===== src/hdl/bmsc_pkg.sv =====
package bmsc_pkg;

	// Configuration register indexes
	localparam int CFG_IDX_W = 3;
	localparam int CFG_DATA_W = 10;
	localparam logic [CFG_IDX_W-1:0] CFG_DEBOUNCE_TICKS   = 3'd0;
	localparam logic [CFG_IDX_W-1:0] CFG_LONG_PRESS_TICKS = 3'd1;
	localparam logic [CFG_IDX_W-1:0] CFG_DUTY_INITIAL     = 3'd2;
	localparam logic [CFG_IDX_W-1:0] CFG_DUTY_FIRST       = 3'd3;
	localparam logic [CFG_IDX_W-1:0] CFG_DUTY_SECOND      = 3'd4;

	// Field widths
	localparam int DEB_W = 8;
	localparam int LONG_W = 10;
	localparam int DUTY_W = 8;
	localparam int STEP_W = 3;
	localparam int COLOUR_W = 3;

	// Register reset values
	localparam logic [DEB_W-1:0]  DEBOUNCE_RST = 8'd2;
	localparam logic [LONG_W-1:0] LONG_PRESS_RST = 10'd400;
	localparam logic [DUTY_W-1:0] DUTY_INITIAL_RST = 8'd21;
	localparam logic [DUTY_W-1:0] DUTY_FIRST_RST = 8'd34;
	localparam logic [DUTY_W-1:0] DUTY_SECOND_RST = 8'd77;

	// Divider stages after the base slot: 10ms -> 50ms -> 100ms -> 200ms
	localparam logic [2:0] TEN_MS_LAST = 3'd4;

	// Motor step codes
	localparam logic [STEP_W-1:0] STEP_FIRST   = 3'd2;
	localparam logic [STEP_W-1:0] STEP_SECOND  = 3'd3;
	localparam logic [STEP_W-1:0] STEP_PULSE   = 3'd4;

	// Per-button sample result for the current request
	typedef struct packed {
		logic held;       // debounced press state after this request
		logic press;      // fresh short press seen on this 10ms event
		logic long_stop;  // held with long press flag: stop the motor
	} btn_evt_t;

endpackage


===== src/hdl/bmsc_button.sv =====
module bmsc_button
	import bmsc_pkg::*;
(
	input  logic              clk,
	input  logic              arst_n,
	input  logic              sample,
	input  logic              level,
	input  logic [DEB_W-1:0]  debounce_ticks,
	input  logic [LONG_W-1:0] long_press_ticks,
	output btn_evt_t          evt
);

	logic [DEB_W-1:0]  debounce_q, debounce_d;
	logic [LONG_W-1:0] long_q, long_d;
	logic              long_seen_q, long_seen_d;
	logic              handled_q, handled_d;
	logic              held_d;

	// Debounce and long press countdowns, press edge detect
	always_comb begin
		if (!level) begin
			debounce_d = (debounce_q != '0) ? debounce_q - 1'b1 : '0;
			long_d = (long_q != '0) ? long_q - 1'b1 : '0;
			long_seen_d = (long_d == '0) ? 1'b1 : long_seen_q;
		end else begin
			debounce_d = debounce_ticks;
			long_d = long_press_ticks;
			long_seen_d = 1'b0;
		end
		held_d = (debounce_d == '0);
		if (held_d) begin
			handled_d = long_seen_d ? handled_q : 1'b1;
		end else begin
			handled_d = 1'b0;
		end
		evt.held = sample ? held_d : (debounce_q == '0);
		evt.press = sample && held_d && !long_seen_d && !handled_q;
		evt.long_stop = sample && held_d && long_seen_d;
	end

	always_ff @(posedge clk or negedge arst_n) begin
		if (!arst_n) begin
			debounce_q <= DEBOUNCE_RST;
			long_q <= LONG_PRESS_RST;
			long_seen_q <= 1'b0;
			handled_q <= 1'b0;
		end else if (sample) begin
			debounce_q <= debounce_d;
			long_q <= long_d;
			long_seen_q <= long_seen_d;
			handled_q <= handled_d;
		end
	end

endmodule


===== src/hdl/button_motor_speed_controller_top.sv =====
// Button motor speed controller.
// Each request on the input channel (in_valid/in_ready) is one base timer tick
// with the raw active-low levels of the motor button and the colour button.
// Every tick yields exactly one result on the output channel
// (out_valid/out_ready): duty compare, PWM enable, driver sleep pin, motor
// step, pulsating flag, colour index and both debounced button states, all
// as they stand after that tick.
// A cascaded divider turns BASE_TICKS_PER_SLOT ticks into a 10ms event and
// further into a 200ms event; buttons are sampled on 10ms events only.
// A request passes the input register, then the state update into the result
// register, where out_valid rises.
// One request per cycle is sustained while out_ready stays high;
// the only loop is the state update between the two registers.
// When the receiver stalls, the result register holds and the input register
// still takes one more request; in_ready drops once both are full.
// Reset (arst_n low) clears the divider and motor state, reloads the button
// countdowns and returns all registers on the cfg port to their defaults.
// Configuration writes (cfg_wr_en, cfg_index, cfg_data) take effect at once
// for the next reload; an index beyond the register list is ignored.
module button_motor_speed_controller_top
	import bmsc_pkg::*;
#(
	parameter int BASE_TICKS_PER_SLOT = 10,
	parameter int COLOUR_COUNT = 8
) (
	input  logic                  clk,
	input  logic                  arst_n,
	input  logic                  cfg_wr_en,
	input  logic [CFG_IDX_W-1:0]  cfg_index,
	input  logic [CFG_DATA_W-1:0] cfg_data,
	input  logic                  in_valid,
	output logic                  in_ready,
	input  logic                  button_one_level,
	input  logic                  button_two_level,
	output logic                  out_valid,
	input  logic                  out_ready,
	output logic [DUTY_W-1:0]     duty_compare,
	output logic                  pwm_enabled,
	output logic                  sleep_pin_level,
	output logic [STEP_W-1:0]     motor_step,
	output logic                  pulsating,
	output logic [COLOUR_W-1:0]   colour_index,
	output logic                  button_one_held,
	output logic                  button_two_held
);

	localparam int BASE_W = (BASE_TICKS_PER_SLOT > 1) ? $clog2(BASE_TICKS_PER_SLOT) : 1;
	localparam int CNT_W = (COLOUR_COUNT > 2) ? $clog2(COLOUR_COUNT) : 1;
	localparam int CEXT_W = (CNT_W > COLOUR_W) ? CNT_W : COLOUR_W;
	localparam logic [BASE_W-1:0] BASE_LAST = BASE_W'(BASE_TICKS_PER_SLOT - 1);
	localparam logic [CNT_W-1:0] COLOUR_LAST = CNT_W'(COLOUR_COUNT - 1);

	// Configuration registers
	logic [DEB_W-1:0]  debounce_ticks_q;
	logic [LONG_W-1:0] long_press_ticks_q;
	logic [DUTY_W-1:0] duty_initial_q, duty_first_q, duty_second_q;

	always_ff @(posedge clk or negedge arst_n) begin
		if (!arst_n) begin
			debounce_ticks_q <= DEBOUNCE_RST;
			long_press_ticks_q <= LONG_PRESS_RST;
			duty_initial_q <= DUTY_INITIAL_RST;
			duty_first_q <= DUTY_FIRST_RST;
			duty_second_q <= DUTY_SECOND_RST;
		end else if (cfg_wr_en) begin
			case (cfg_index)
				CFG_DEBOUNCE_TICKS:   debounce_ticks_q <= cfg_data[DEB_W-1:0];
				CFG_LONG_PRESS_TICKS: long_press_ticks_q <= cfg_data[LONG_W-1:0];
				CFG_DUTY_INITIAL:     duty_initial_q <= cfg_data[DUTY_W-1:0];
				CFG_DUTY_FIRST:       duty_first_q <= cfg_data[DUTY_W-1:0];
				CFG_DUTY_SECOND:      duty_second_q <= cfg_data[DUTY_W-1:0];
				default: ;
			endcase
		end
	end

	// Input register
	logic valid_s1, b1_level_s1, b2_level_s1;
	logic advance;

	assign advance = valid_s1 && (!out_valid || out_ready);
	assign in_ready = !valid_s1 || advance;

	always_ff @(posedge clk or negedge arst_n) begin
		if (!arst_n) begin
			valid_s1 <= 1'b0;
		end else if (in_ready) begin
			valid_s1 <= in_valid;
		end
	end

	always_ff @(posedge clk) begin
		if (in_valid && in_ready) begin
			b1_level_s1 <= button_one_level;
			b2_level_s1 <= button_two_level;
		end
	end

	// Cascaded divider
	logic [BASE_W-1:0] base_q, base_d;
	logic [2:0]        ten_q, ten_d;
	logic              fifty_q, fifty_d, hundred_q, hundred_d;
	logic              ev10, ev200;

	always_comb begin
		base_d = base_q;
		ten_d = ten_q;
		fifty_d = fifty_q;
		hundred_d = hundred_q;
		ev10 = 1'b0;
		ev200 = 1'b0;
		if (base_q == BASE_LAST) begin
			base_d = '0;
			ev10 = 1'b1;
			if (ten_q == TEN_MS_LAST) begin
				ten_d = '0;
				if (fifty_q) begin
					fifty_d = 1'b0;
					if (hundred_q) begin
						hundred_d = 1'b0;
						ev200 = 1'b1;
					end else begin
						hundred_d = 1'b1;
					end
				end else begin
					fifty_d = 1'b1;
				end
			end else begin
				ten_d = ten_q + 1'b1;
			end
		end else begin
			base_d = base_q + 1'b1;
		end
	end

	// Button channels
	btn_evt_t b1_evt, b2_evt;

	bmsc_button u_button_one (
		.clk              (clk),
		.arst_n           (arst_n),
		.sample           (advance && ev10),
		.level            (b1_level_s1),
		.debounce_ticks   (debounce_ticks_q),
		.long_press_ticks (long_press_ticks_q),
		.evt              (b1_evt)
	);

	bmsc_button u_button_two (
		.clk              (clk),
		.arst_n           (arst_n),
		.sample           (advance && ev10),
		.level            (b2_level_s1),
		.debounce_ticks   (debounce_ticks_q),
		.long_press_ticks (long_press_ticks_q),
		.evt              (b2_evt)
	);

	// Motor and colour state
	logic [STEP_W-1:0] step_q, step_d;
	logic [DUTY_W-1:0] duty_q, duty_d;
	logic [CNT_W-1:0]  colour_q, colour_d;
	logic              running_q, running_d, pulse_q, pulse_d;
	logic              phase_q, phase_d, sleep_q, sleep_d;
	logic [CEXT_W-1:0] colour_ext;

	always_comb begin
		step_d = step_q;
		duty_d = duty_q;
		running_d = running_q;
		pulse_d = pulse_q;
		phase_d = phase_q;
		sleep_d = sleep_q;
		colour_d = colour_q;

		// motor button: long press stops, fresh press steps
		if (b1_evt.long_stop) begin
			pulse_d = 1'b0;
			step_d = '0;
			duty_d = duty_initial_q;
			running_d = 1'b0;
			sleep_d = 1'b0;
		end else if (b1_evt.press) begin
			step_d = step_q + 1'b1;
			if (!running_q) begin
				running_d = 1'b1;
				sleep_d = 1'b1;
			end else if (step_d == STEP_FIRST) begin
				duty_d = duty_first_q;
			end else if (step_d == STEP_SECOND) begin
				duty_d = duty_second_q;
			end else if (step_d == STEP_PULSE) begin
				pulse_d = 1'b1;
				duty_d = duty_second_q;
			end else if (step_d > STEP_PULSE) begin
				pulse_d = 1'b0;
				step_d = '0;
				duty_d = duty_initial_q;
				running_d = 1'b0;
				sleep_d = 1'b0;
			end
		end

		// colour button: long press stops the motor, fresh press steps colour
		if (b2_evt.long_stop) begin
			pulse_d = 1'b0;
			step_d = '0;
			duty_d = duty_initial_q;
			running_d = 1'b0;
			sleep_d = 1'b0;
		end else if (b2_evt.press) begin
			colour_d = (colour_q == COLOUR_LAST) ? '0 : colour_q + 1'b1;
		end

		// 200ms pulse toggle
		if (ev200 && pulse_d) begin
			phase_d = !phase_q;
			sleep_d = !phase_q;
		end
	end

	assign colour_ext = CEXT_W'(colour_d);

	always_ff @(posedge clk or negedge arst_n) begin
		if (!arst_n) begin
			base_q <= '0;
			ten_q <= '0;
			fifty_q <= 1'b0;
			hundred_q <= 1'b0;
			step_q <= '0;
			duty_q <= DUTY_INITIAL_RST;
			running_q <= 1'b0;
			pulse_q <= 1'b0;
			phase_q <= 1'b0;
			sleep_q <= 1'b0;
			colour_q <= '0;
		end else if (advance) begin
			base_q <= base_d;
			ten_q <= ten_d;
			fifty_q <= fifty_d;
			hundred_q <= hundred_d;
			step_q <= step_d;
			duty_q <= duty_d;
			running_q <= running_d;
			pulse_q <= pulse_d;
			phase_q <= phase_d;
			sleep_q <= sleep_d;
			colour_q <= colour_d;
		end
	end

	// Result register
	always_ff @(posedge clk or negedge arst_n) begin
		if (!arst_n) begin
			out_valid <= 1'b0;
		end else if (!out_valid || out_ready) begin
			out_valid <= valid_s1;
		end
	end

	always_ff @(posedge clk) begin
		if (advance) begin
			duty_compare <= duty_d;
			pwm_enabled <= running_d;
			sleep_pin_level <= sleep_d;
			motor_step <= step_d;
			pulsating <= pulse_d;
			colour_index <= colour_ext[COLOUR_W-1:0];
			button_one_held <= b1_evt.held;
			button_two_held <= b2_evt.held;
		end
	end

endmodule

===== config.mk =====
export PLATFORM = sky130hd
export DESIGN_NAME = button_motor_speed_controller_top
export DESIGN_NICKNAME = d
export VERILOG_FILES = /design/src/hdl/bmsc_pkg.sv /design/src/hdl/bmsc_button.sv /design/src/hdl/button_motor_speed_controller_top.sv
export SDC_FILE = /design/constraint.sdc
export NUM_CORES = 1
export LEC_CHECK = 0
export BUFFER_PORTS_ARGS = -buffer_cell sky130_fd_sc_hd__clkbuf_2
export CAP_MARGIN = 20
export CORE_MARGIN = 2
export CORE_UTILIZATION = 45
export CTS_CLUSTER_SIZE = 25
export DETAILED_ROUTE_END_ITERATION = 8
export PLACE_DENSITY = 0.63
export SLEW_MARGIN = 20
export SYNTH_ARGS = -nofsm -noshare
export SYNTH_HDL_FRONTEND = slang
export SYNTH_HIERARCHICAL = 1
export SYNTH_SLANG_ARGS = --single-unit
export TNS_END_PERCENT = 10

===== constraint.sdc =====
create_clock -name clk -period 4.86 [get_ports clk]
set_clock_uncertainty 0.2 [all_clocks]
set_input_delay 0.243 -clock clk [delete_from_list [all_inputs] [get_ports clk]]
set_output_delay 0.243 -clock clk [all_outputs]
set_load 0.01 [all_outputs]

---- Word level (Yosys, flattened, before mapping) ----
Cells that the tools add are included.
operators by class
  add/sub/neg operators ................... 8
  magnitude comparators ................... 1
  equal/unequal tests ..................... 12
  mux-type cells .......................... 71
  reductions and logical operators ........ 43
operator list
  operator                 count
  $mux W8                  12
  $mux W1                  42
  $mux W10                 4
  $mux W3                  12
  $logic_not A8 Y1         4
  $logic_not A10 Y1        2
  $reduce_bool A10 Y1      2
  $sub A10 B1 Y10 const B  2
  $reduce_and A2 Y1        9
  $reduce_bool A8 Y1       2
  $sub A8 B1 Y8 const B    2
  $eq A3 B2 Y1 const B     4
  $eq A3 B3 Y1 const B     4
  $logic_and A1 B1 Y1      12
  $add A3 B1 Y3 const B    3
  $logic_not A1 Y1         7
  $add A4 B1 Y4 const B    1
  $eq A4 B4 Y1 const B     1
  $mux W4                  1
  $ne A2 B2 Y1 const B     2
  $reduce_and A4 Y1        1
  $eq A3 B1 Y1 const B     1
  $gt A3 B3 Y1 const B     1
  $logic_not A3 Y1         1
  other kinds (2)          3
storage, ports and cells
  register bits ........................... 132
  output and inout port bits .............. 21
  logic and storage cells ................. 171

---- Longest topological paths before layout ----
Gate-level depths: netlist of run 1.
  depth after elaboration ................. 13
  mapped depth ............................ 13

---- Modules after synthesis ----
Netlist of run 1, hierarchy kept.
by module, submodules not included
  module                             times used  cells each  area each (µm²)  seq. area each (µm²)
  button_motor_speed_controller_top  1           361         4349.2           2427.3
  bmsc_button                        2           187         1487.7           505.5

---- Worst setup path after synthesis of run 1 ----
Ideal clock, no wire load.
  path type ............................... register -> register
  from .................................... reg u_button_one.long_q[6]
  to ...................................... reg duty_compare[3], data pin
  library setup time ...................... 264 ps
  data arrival time ....................... 2647 ps
  setup slack ............................. 1749 ps
  cell stages (with the launch flop) ...... 12
  path buffers ............................ 1
  cells stage by stage .................... dfrtp_1 > or4_4 > and2b_1 > a21oi_1 > a311o_1 > o31ai_1 > nor3_1 > nand2_1 > clkbuf_1 > a21oi_1 > o211ai_1 > a21oi_1
RTL lines
  what                      line                                      RTL
  start: declaration        bmsc_button.sv:14                         logic [LONG_W-1:0] long_q, long_d;
  start signal: assignment  bmsc_button.sv:49                         long_q <= long_d;
  end signal: assignment    button_motor_speed_controller_top.sv:263  duty_compare <= duty_d;
  end: declaration          button_motor_speed_controller_top.sv:37   output logic [DUTY_W-1:0] duty_compare,

==> results of run 1 <==
-- path summary, 6_finish.rpt --
check | from | to | slack [ns] | cells past startpoint
max | u_button_one/debounce_q[0] | sleep_q | 1.03 | 13
min | cfg_data[4] | duty_second_q[4] | 0.02 | 2
max reg2reg | u_button_one/debounce_q[0] | sleep_q | 1.03 | 13
min reg2reg | phase_q | phase_q | 0.29 | 1
max in group asynchronous | arst_n | u_button_one/long_q[8] | 3.05 | 3
min in group asynchronous | arst_n | duty_second_q[4] | 0.33 | 2
-- kinds of logic (layout without fill, tap and decap cells) --
| family | count (synthesis) | count (layout) | synth area share |
|---|---|---|---|
| AND/OR/NAND/NOR | 233 | 233 | 0.168 |
| AO/OA/AOI/OAI | 205 | 205 | 0.182 |
| flip-flops | 132 | 132 | 0.469 |
| multiplexers | 73 | 73 | 0.108 |
| buffers and inverters | 69 | 126 | 0.0359 |
| adder cells (fa/ha/maj) | 14 | 14 | 0.0239 |
| XOR/XNOR | 9 | 9 | 0.0128 |
-- critical path: cells and delay by family, from the launching register on --
family / cells / cell delay [ns]
adder cells (fa/ha/maj): 1 / 0.16
multiplexers: 1 / 0.24
flip-flops: 1 / 0.43
AO/OA/AOI/OAI: 3 / 0.99
AND/OR/NAND/NOR: 5 / 1.10
buffers and inverters: 3 / 0.59
-- per-stage QoR --
| stage | setup WS [ns] | instances | power, uW |
|---|---|---|---|
| detailed placement | 1.07 | 963 | 2840 |
| global placement | 1.25 | 963 | 2800 |
| finish | 1.03 | 1008 | 4240 |
| global route | 0.741 | 1008 | 4500 |
| floorplan | 1.75 | 735 | 2540 |
| CTS | 1.05 | 1008 | 4240 |
-- cell usage after synthesis, types with 5 or more instances --
master and number:
a21o_1 9, a21oi_1 59, a22o_1 15, a22oi_1 5, a31oi_1 9, clkbuf_1 29, dfrtp_1 87, dfstp_2 24
edfxtp_1 21, ha_1 14, inv_1 33, mux2_2 49, mux2i_1 24, nand2_1 58, nand2b_1 28, nand3_1 25
nor2_1 44, nor2b_1 5, nor3_1 23, nor4_1 5, o211ai_1 8, o21ai_0 49, o31ai_1 11, or3_1 11
-- power by group through the flow --
stage          combinational [uW]  clock (uW)  sequential (uW)
6_report                     1080        1370             1780
5_1_grt                      1220        1450             1830
4_1_cts                      1080        1390             1780
3_5_place_dp                 1060           0             1790
3_3_place_gp                 1030           0             1770
2_1_floorplan                 855           0             1680
-- sequential cells by signal, summed over array words and instances (netlist names), 3 cells and up --
register and cells:
u_button_one/long_q 10, u_button_two/long_q 10, u_button_one/debounce_q 8, duty_q 8
duty_first_q 8, step_q 3, duty_second_q 8, colour_q 3
motor_step 3, u_button_two/debounce_q 8, long_press_ticks_q 10, duty_initial_q 8
duty_compare 8, ten_q 3, debounce_ticks_q 8, colour_index 3
base_q 4
-- cells in the final DEF (no fill, tap or decap), types with 11 or more instances in the layout --
master / n
nand3_1: 25
clkbuf_16: 18
clkbuf_2: 39
or3_1: 11
mux2_2: 49
mux2i_1: 24
nand2b_1: 28
nor2_1: 44
dfrtp_1: 87
edfxtp_1: 21
ha_1: 14
a22o_1: 15
nor3_1: 23
a21oi_1: 59
inv_1: 32
o31ai_1: 11
o21ai_0: 49
dlygate4sd3_1: 13
nand2_1: 58
dfstp_2: 24
-- area by class of cell --
cell class                      instances  share of cell area
Timing Repair Buffer                   60              0.0455
Clock inverter                          9              0.0174
Tap cell                              216              0.0319
Sequential cell                       132               0.406
Inverter                               34              0.0151
Clock buffer                           23              0.0566
Multi-Input combinational cell        534               0.428
-- per-layer routing --
metal  up-vias  GRT usage  wire [um]
met5         -          0          0
met4         0     0.0930        380
met3        33     0.0390       1010
met2       233      0.318       8220
met1      2893      0.302       8170
li1       2792          -          -
==> impl_metrics.env, run 1 <==
export IMPL_power_density_nw_per_um2=500
export IMPL_slowest_stage="nor4b_2"
export IMPL_drv_slew=0
export IMPL_ctsResizeCount=0
export IMPL_end_kind="flip-flop"
export IMPL_nNetsFinal=813
export IMPL_yosys_area_top_type="dfrtp_1"
export IMPL_switching_share=0.324
export IMPL_first_pass_iters=6
export IMPL_path_cells="inv_1 -> ha_1 -> nor4b_2 -> a221oi_1 -> a211oi_1 -> nand4_1 -> nor3_1 -> buf_4 -> nand2_1 -> buf_4 -> o31ai_4 -> mux2_2 -> nor3b_1"
export IMPL_die_x_um=132
export IMPL_drtAntennaViolNets=0
export IMPL_synth_edf_count=21
export IMPL_multi_input_area_um2=3620
export IMPL_wl_per_cell_um=17.6
export IMPL_max_slew_margin_rel=0.342
export IMPL_dp_hpwl_um=11700
export IMPL_core_area_um2=15900
export IMPL_p_leak_uw=0.00348
export IMPL_worst_pin_slew_ns=0.987
export IMPL_n_antenna_cell=0
export IMPL_synth_area_leaders="dfrtp_1, dfstp_2, edfxtp_1"
export IMPL_fin_crit_sh=0.789
export IMPL_path_common_cell="buf_4"
export IMPL_start_util=0.461
export IMPL_grt_usage=0.213
export IMPL_regArea_um2=3440
export IMPL_hp_class="input pin to flip-flop"
export IMPL_async_flop_share=0.841
export IMPL_design_area_um2=8470
export IMPL_max_freq_ghz=0.261
export IMPL_clockRootBuffer="clkbuf_16"
export IMPL_critPathLaunchType="flip-flop"
export IMPL_clk_pin_slew_worst_paths_ns=0.06
export IMPL_ys_seq_elements=132
export IMPL_rsz0062_at_grt="no"
export IMPL_postCtsSetupRepairBufs=0
export IMPL_htree_levels=4
export IMPL_gp_congestion=0.866
export IMPL_outcome="finished, final reports clean"
export IMPL_die_area_um2=17300
export IMPL_synth_top_area_share=0.297
export IMPL_grt_max_degree=78
export IMPL_tritoncts="yes"
export IMPL_syn_inst=735
export IMPL_n_fill_cell=1436
export IMPL_ir_worst_vdd_uv=329
export IMPL_die_h_um=132
export IMPL_final_hold_violation_count=0
export IMPL_grt_pass1_vias=5708
export IMPL_antenna_found_initial=0
export IMPL_tns_ns=0
export IMPL_final_min_clock_period_ns=3.83
export IMPL_postSynthAreaPerCell_um2=9.97
export IMPL_portBuffers=40
export IMPL_clk_latency_ns=0.42
export IMPL_cts_sinks=132
export IMPL_synth_area_um2=7320
export IMPL_final_util=0.533
export IMPL_maxCapViolations=0
export IMPL_netlist_cell_type_count=69
export IMPL_ys_flop_type="dfrtp_1"
export IMPL_place_area_um2=7710
export IMPL_grt_pass1_wl_um=29400
export IMPL_arrival_ns=3.93
export IMPL_hold_ws_ns=0.0229
export IMPL_yosysWarnings=6
export IMPL_synth_fp_nets=769
export IMPL_route_detailed_drc=0
export IMPL_cts_buffers_inserted=17
export IMPL_drt_total_wl_um=17800
export IMPL_finalSetupViolCount=0
export IMPL_intPower_uw=2860
export IMPL_grt_ovfl_total=0
export IMPL_io_pins=41
export IMPL_vias=5951
export IMPL_vias_per_cell=5.90
export IMPL_final_layout_size_suffix_gt1_frac=0.213
export IMPL_path_class="flip-flop to flip-flop"
export IMPL_area_delta_synth_final_pct=15.7
export IMPL_holdBufCountCts=13
export IMPL_clock_power_share=0.323
export IMPL_p_sw_uw=1370
export IMPL_drt_iter0_markers=486
export IMPL_p_comb_frac=0.256
export IMPL_critPathMaxFanout=25
export IMPL_ys_seq_area_frac=0.469
export IMPL_p_seq_frac=0.421
export IMPL_ctsLongestPathBuffers=2
export IMPL_rows=46
export IMPL_max_stage_delay_ns=0.50
export IMPL_crit_required_ns=4.96
Power figures use the tool's default switching activity.
==> run 2, diff against run 1 <==
--- a/config.mk
+++ b/config.mk
@@ -11,7 +11,7 @@
 export CORE_UTILIZATION = 45
 export CTS_CLUSTER_SIZE = 25
 export DETAILED_ROUTE_END_ITERATION = 8
-export PLACE_DENSITY = 0.63
+export PLACE_DENSITY = 0.65
 export SLEW_MARGIN = 20
 export SYNTH_ARGS = -nofsm -noshare
 export SYNTH_HDL_FRONTEND = slang
==> constraint.sdc (replaced) <==
create_clock -name clk -period 3.3 [get_ports clk]
set_clock_uncertainty 0.2 [all_clocks]
set_input_delay 0.165 -clock clk [delete_from_list [all_inputs] [get_ports clk]]
set_output_delay 0.165 -clock clk [all_outputs]
set_load 0.01 [all_outputs]
==> run 2 against run 1 <==
  * Via count rose by 2.8%
  * Clock power rose by 43%
  * Cell count rose by 4.1%
  * Clock-buffer cell count rose by 4
  * Cell area rose by 5.3%
  * Global-route usage rose by 1.1 points
  * Sequential power rose by 44%
  * Critical path depth rose by 1
  * Flip-flop and latch count did not move
  * Maximum frequency rose by 17%
  * Wire length rose by 6.1%
  * Largest power group unchanged
  * Highest routed layer unchanged
==> impl_metrics.env, run 2 (synthesis gave the netlist of run 1 again) <==
export IMPL_rows=46
export IMPL_start_util=0.461
export IMPL_gp_congestion=0.954
export IMPL_htree_levels=4
export IMPL_max_slew_margin_rel=0.421
export IMPL_n_fill_cell=1383
export IMPL_p_total_uw=6440
export IMPL_cts_buffers_inserted=17
export IMPL_fin_crit_sh=0.989
export IMPL_intPower_uw=4310
export IMPL_grt_pass1_wl_um=31100
export IMPL_vias_per_cell=5.83
export IMPL_arrival_ns=3.40
export IMPL_critPathMaxFanout=17
export IMPL_final_util=0.562
export IMPL_route_detailed_drc=0
export IMPL_max_freq_ghz=0.306
export IMPL_grt_pass1_vias=5998
export IMPL_die_area_um2=17300
export IMPL_area_delta_synth_final_pct=21.8
export IMPL_final_cell_count_no_fill=1049
export IMPL_layout_commonest_cell="dfrtp_1"
export IMPL_power_density_nw_per_um2=722
export IMPL_p_sw_uw=2130
export IMPL_drtAntennaViolNets=0
export IMPL_clock_power_share=0.304
export IMPL_drt_iter0_markers=528
export IMPL_core_area_um2=15900
export IMPL_portBuffers=40
export IMPL_clk_pin_slew_worst_paths_ns=0.06
export IMPL_grt_ovfl_total=0
export IMPL_ctsLongestPathBuffers=2
export IMPL_dpl_cell_count=998
export IMPL_clockRootBuffer="clkbuf_16"
export IMPL_outcome="finished, final reports clean"
export IMPL_max_stage_delay_ns=0.53
export IMPL_grt_usage=0.224
export IMPL_ir_worst_vdd_uv=383
export IMPL_clk_latency_ns=0.43
export IMPL_regArea_um2=3440
export IMPL_drt_total_wl_um=18900
export IMPL_p_comb_frac=0.297
export IMPL_die_h_um=132
export IMPL_cts_sinks=132
export IMPL_drv_slew=0
export IMPL_finalSetupViolCount=0
export IMPL_top_regs="long_press_ticks_q x10, u_button_one/long_q x10, u_button_two/long_q x10"
export IMPL_end_kind="flip-flop"
export IMPL_io_pins=41
export IMPL_nNetsFinal=854
export IMPL_crit_family="simple AND/OR/NAND/NOR gates"
export IMPL_wl_per_cell_um=18.0
export IMPL_antenna_found_initial=0
export IMPL_dp_hpwl_um=12700
export IMPL_crit_required_ns=3.44
export IMPL_switching_share=0.331
export IMPL_hold_ws_ns=0.0700
export IMPL_path_class="flip-flop to flip-flop"
export IMPL_final_cell_mix="dfrtp_1, a21oi_1, nand2_1"
export IMPL_critPathLaunchType="flip-flop"
export IMPL_slowest_stage="dfstp_2"
export IMPL_multi_input_area_um2=3720
export IMPL_path_cells="inv_1 -> ha_1 -> nor4b_4 -> buf_4 -> nor4_1 -> nor3_1 -> nand4_1 -> buf_4 -> nor2_2 -> nor2_2 -> buf_12 -> o31ai_4 -> mux2_2 -> nor3b_1"
export IMPL_hp_class="input pin to flip-flop"
export IMPL_worst_pin_slew_ns=0.865
export IMPL_final_min_clock_period_ns=3.26
export IMPL_vias=6120
export IMPL_first_pass_iters=5
export IMPL_grt_max_degree=78
export IMPL_p_seq_frac=0.399
export IMPL_final_hold_violation_count=0
export IMPL_crit_buf_inv=4
export IMPL_rsz0062_at_grt="yes"
export IMPL_final_layout_size_suffix_gt1_frac=0.270
export IMPL_die_x_um=132
export IMPL_n_antenna_cell=0
export IMPL_p_leak_uw=0.00372
export IMPL_maxCapViolations=0
export IMPL_tritoncts="yes"
==> run 2: cell count changes in the layout (fill, tap and decap cells not counted), moves of 3 or more <==
| cell | before | now |
|---|---|---|
| nor2_1 | 44 | 41 |
| a221oi_2 | 0 | 4 |
| bufinv_16 | 4 | 1 |
| buf_12 | 0 | 3 |
| a221oi_1 | 4 | 0 |
| nor2_2 | 0 | 3 |
| buf_4 | 8 | 44 |
| clkbuf_16 | 18 | 21 |
==> run 2: what timing repair did <==
| item | CTS | global route |
|---|---|---|
| gates resized for setup | 4 | 16 |
| hold endpoints to repair | 95 | 0 |
| pin swaps | 0 | 12 |
| buffers inserted | 0 | 4 |
| setup endpoints to repair | 25 | 33 |
| hold buffers | 15 | 0 |
==> run 2: cell type report <==
type | count | area share
clock inverter | 5 | 0.00631
multi-input combinational | 534 | 0.418
timing repair buffer | 101 | 0.0825
inverter | 34 | 0.0143
clock buffer | 27 | 0.0637
tap | 216 | 0.0303
sequential | 132 | 0.385
==> run 2: tightest hold or removal path: cells and delay by family <==
| kind | cells | cell delay (ns) |
|---|---|---|
| simple gates | 2 | 0.30 |
| buf+inv | 1 | 0.09 |
==> run 2: final timing paths <==
kind | start | to | slack (ns) | depth (start not counted)
worst min register to register | hundred_q | hundred_q | 0.29 | 1
min in group asynchronous | arst_n | duty_initial_q[6] | 0.21 | 2
worst max register to register | u_button_one/debounce_q[1] | sleep_q | 0.04 | 14
max in group asynchronous | arst_n | long_press_ticks_q[8] | 1.88 | 3
worst min-delay path | out_ready | b2_level_s1 | 0.07 | 3
worst max-delay path | u_button_one/debounce_q[1] | sleep_q | 0.04 | 14
==> run 2: power by group through the flow <==
stage / registers (uW) / clock network, uW / logic (uW)
2_1_floorplan: 2470 / 0 / 1260
3_3_place_gp: 2540 / 0 / 1760
4_1_cts: 2550 / 1990 / 1850
5_1_grt: 2630 / 2080 / 2110
3_5_place_dp: 2570 / 0 / 1820
6_report: 2570 / 1960 / 1920
==> run 2: through the flow <==
stage	instance area (um^2)	TNS [ns]	setup slack, ns
2_1_floorplan	7320	0	0.189
3_3_place_gp	8020	-2.19	-0.196
3_5_place_dp	8020	-4.56	-0.285
4_1_cts	8810	0	0.00465
5_1_grt	8920	-0.304	-0.117
6_report	8920	0	0.0364
==> run 2: per-layer routing <==
metal  wire (um)  GRT usage  vias up
met5           0          0        -
met4         289     0.0652        0
met3        1010     0.0459       30
met2        8720      0.354      213
met1        8850      0.311     2998
li1            -          -     2879
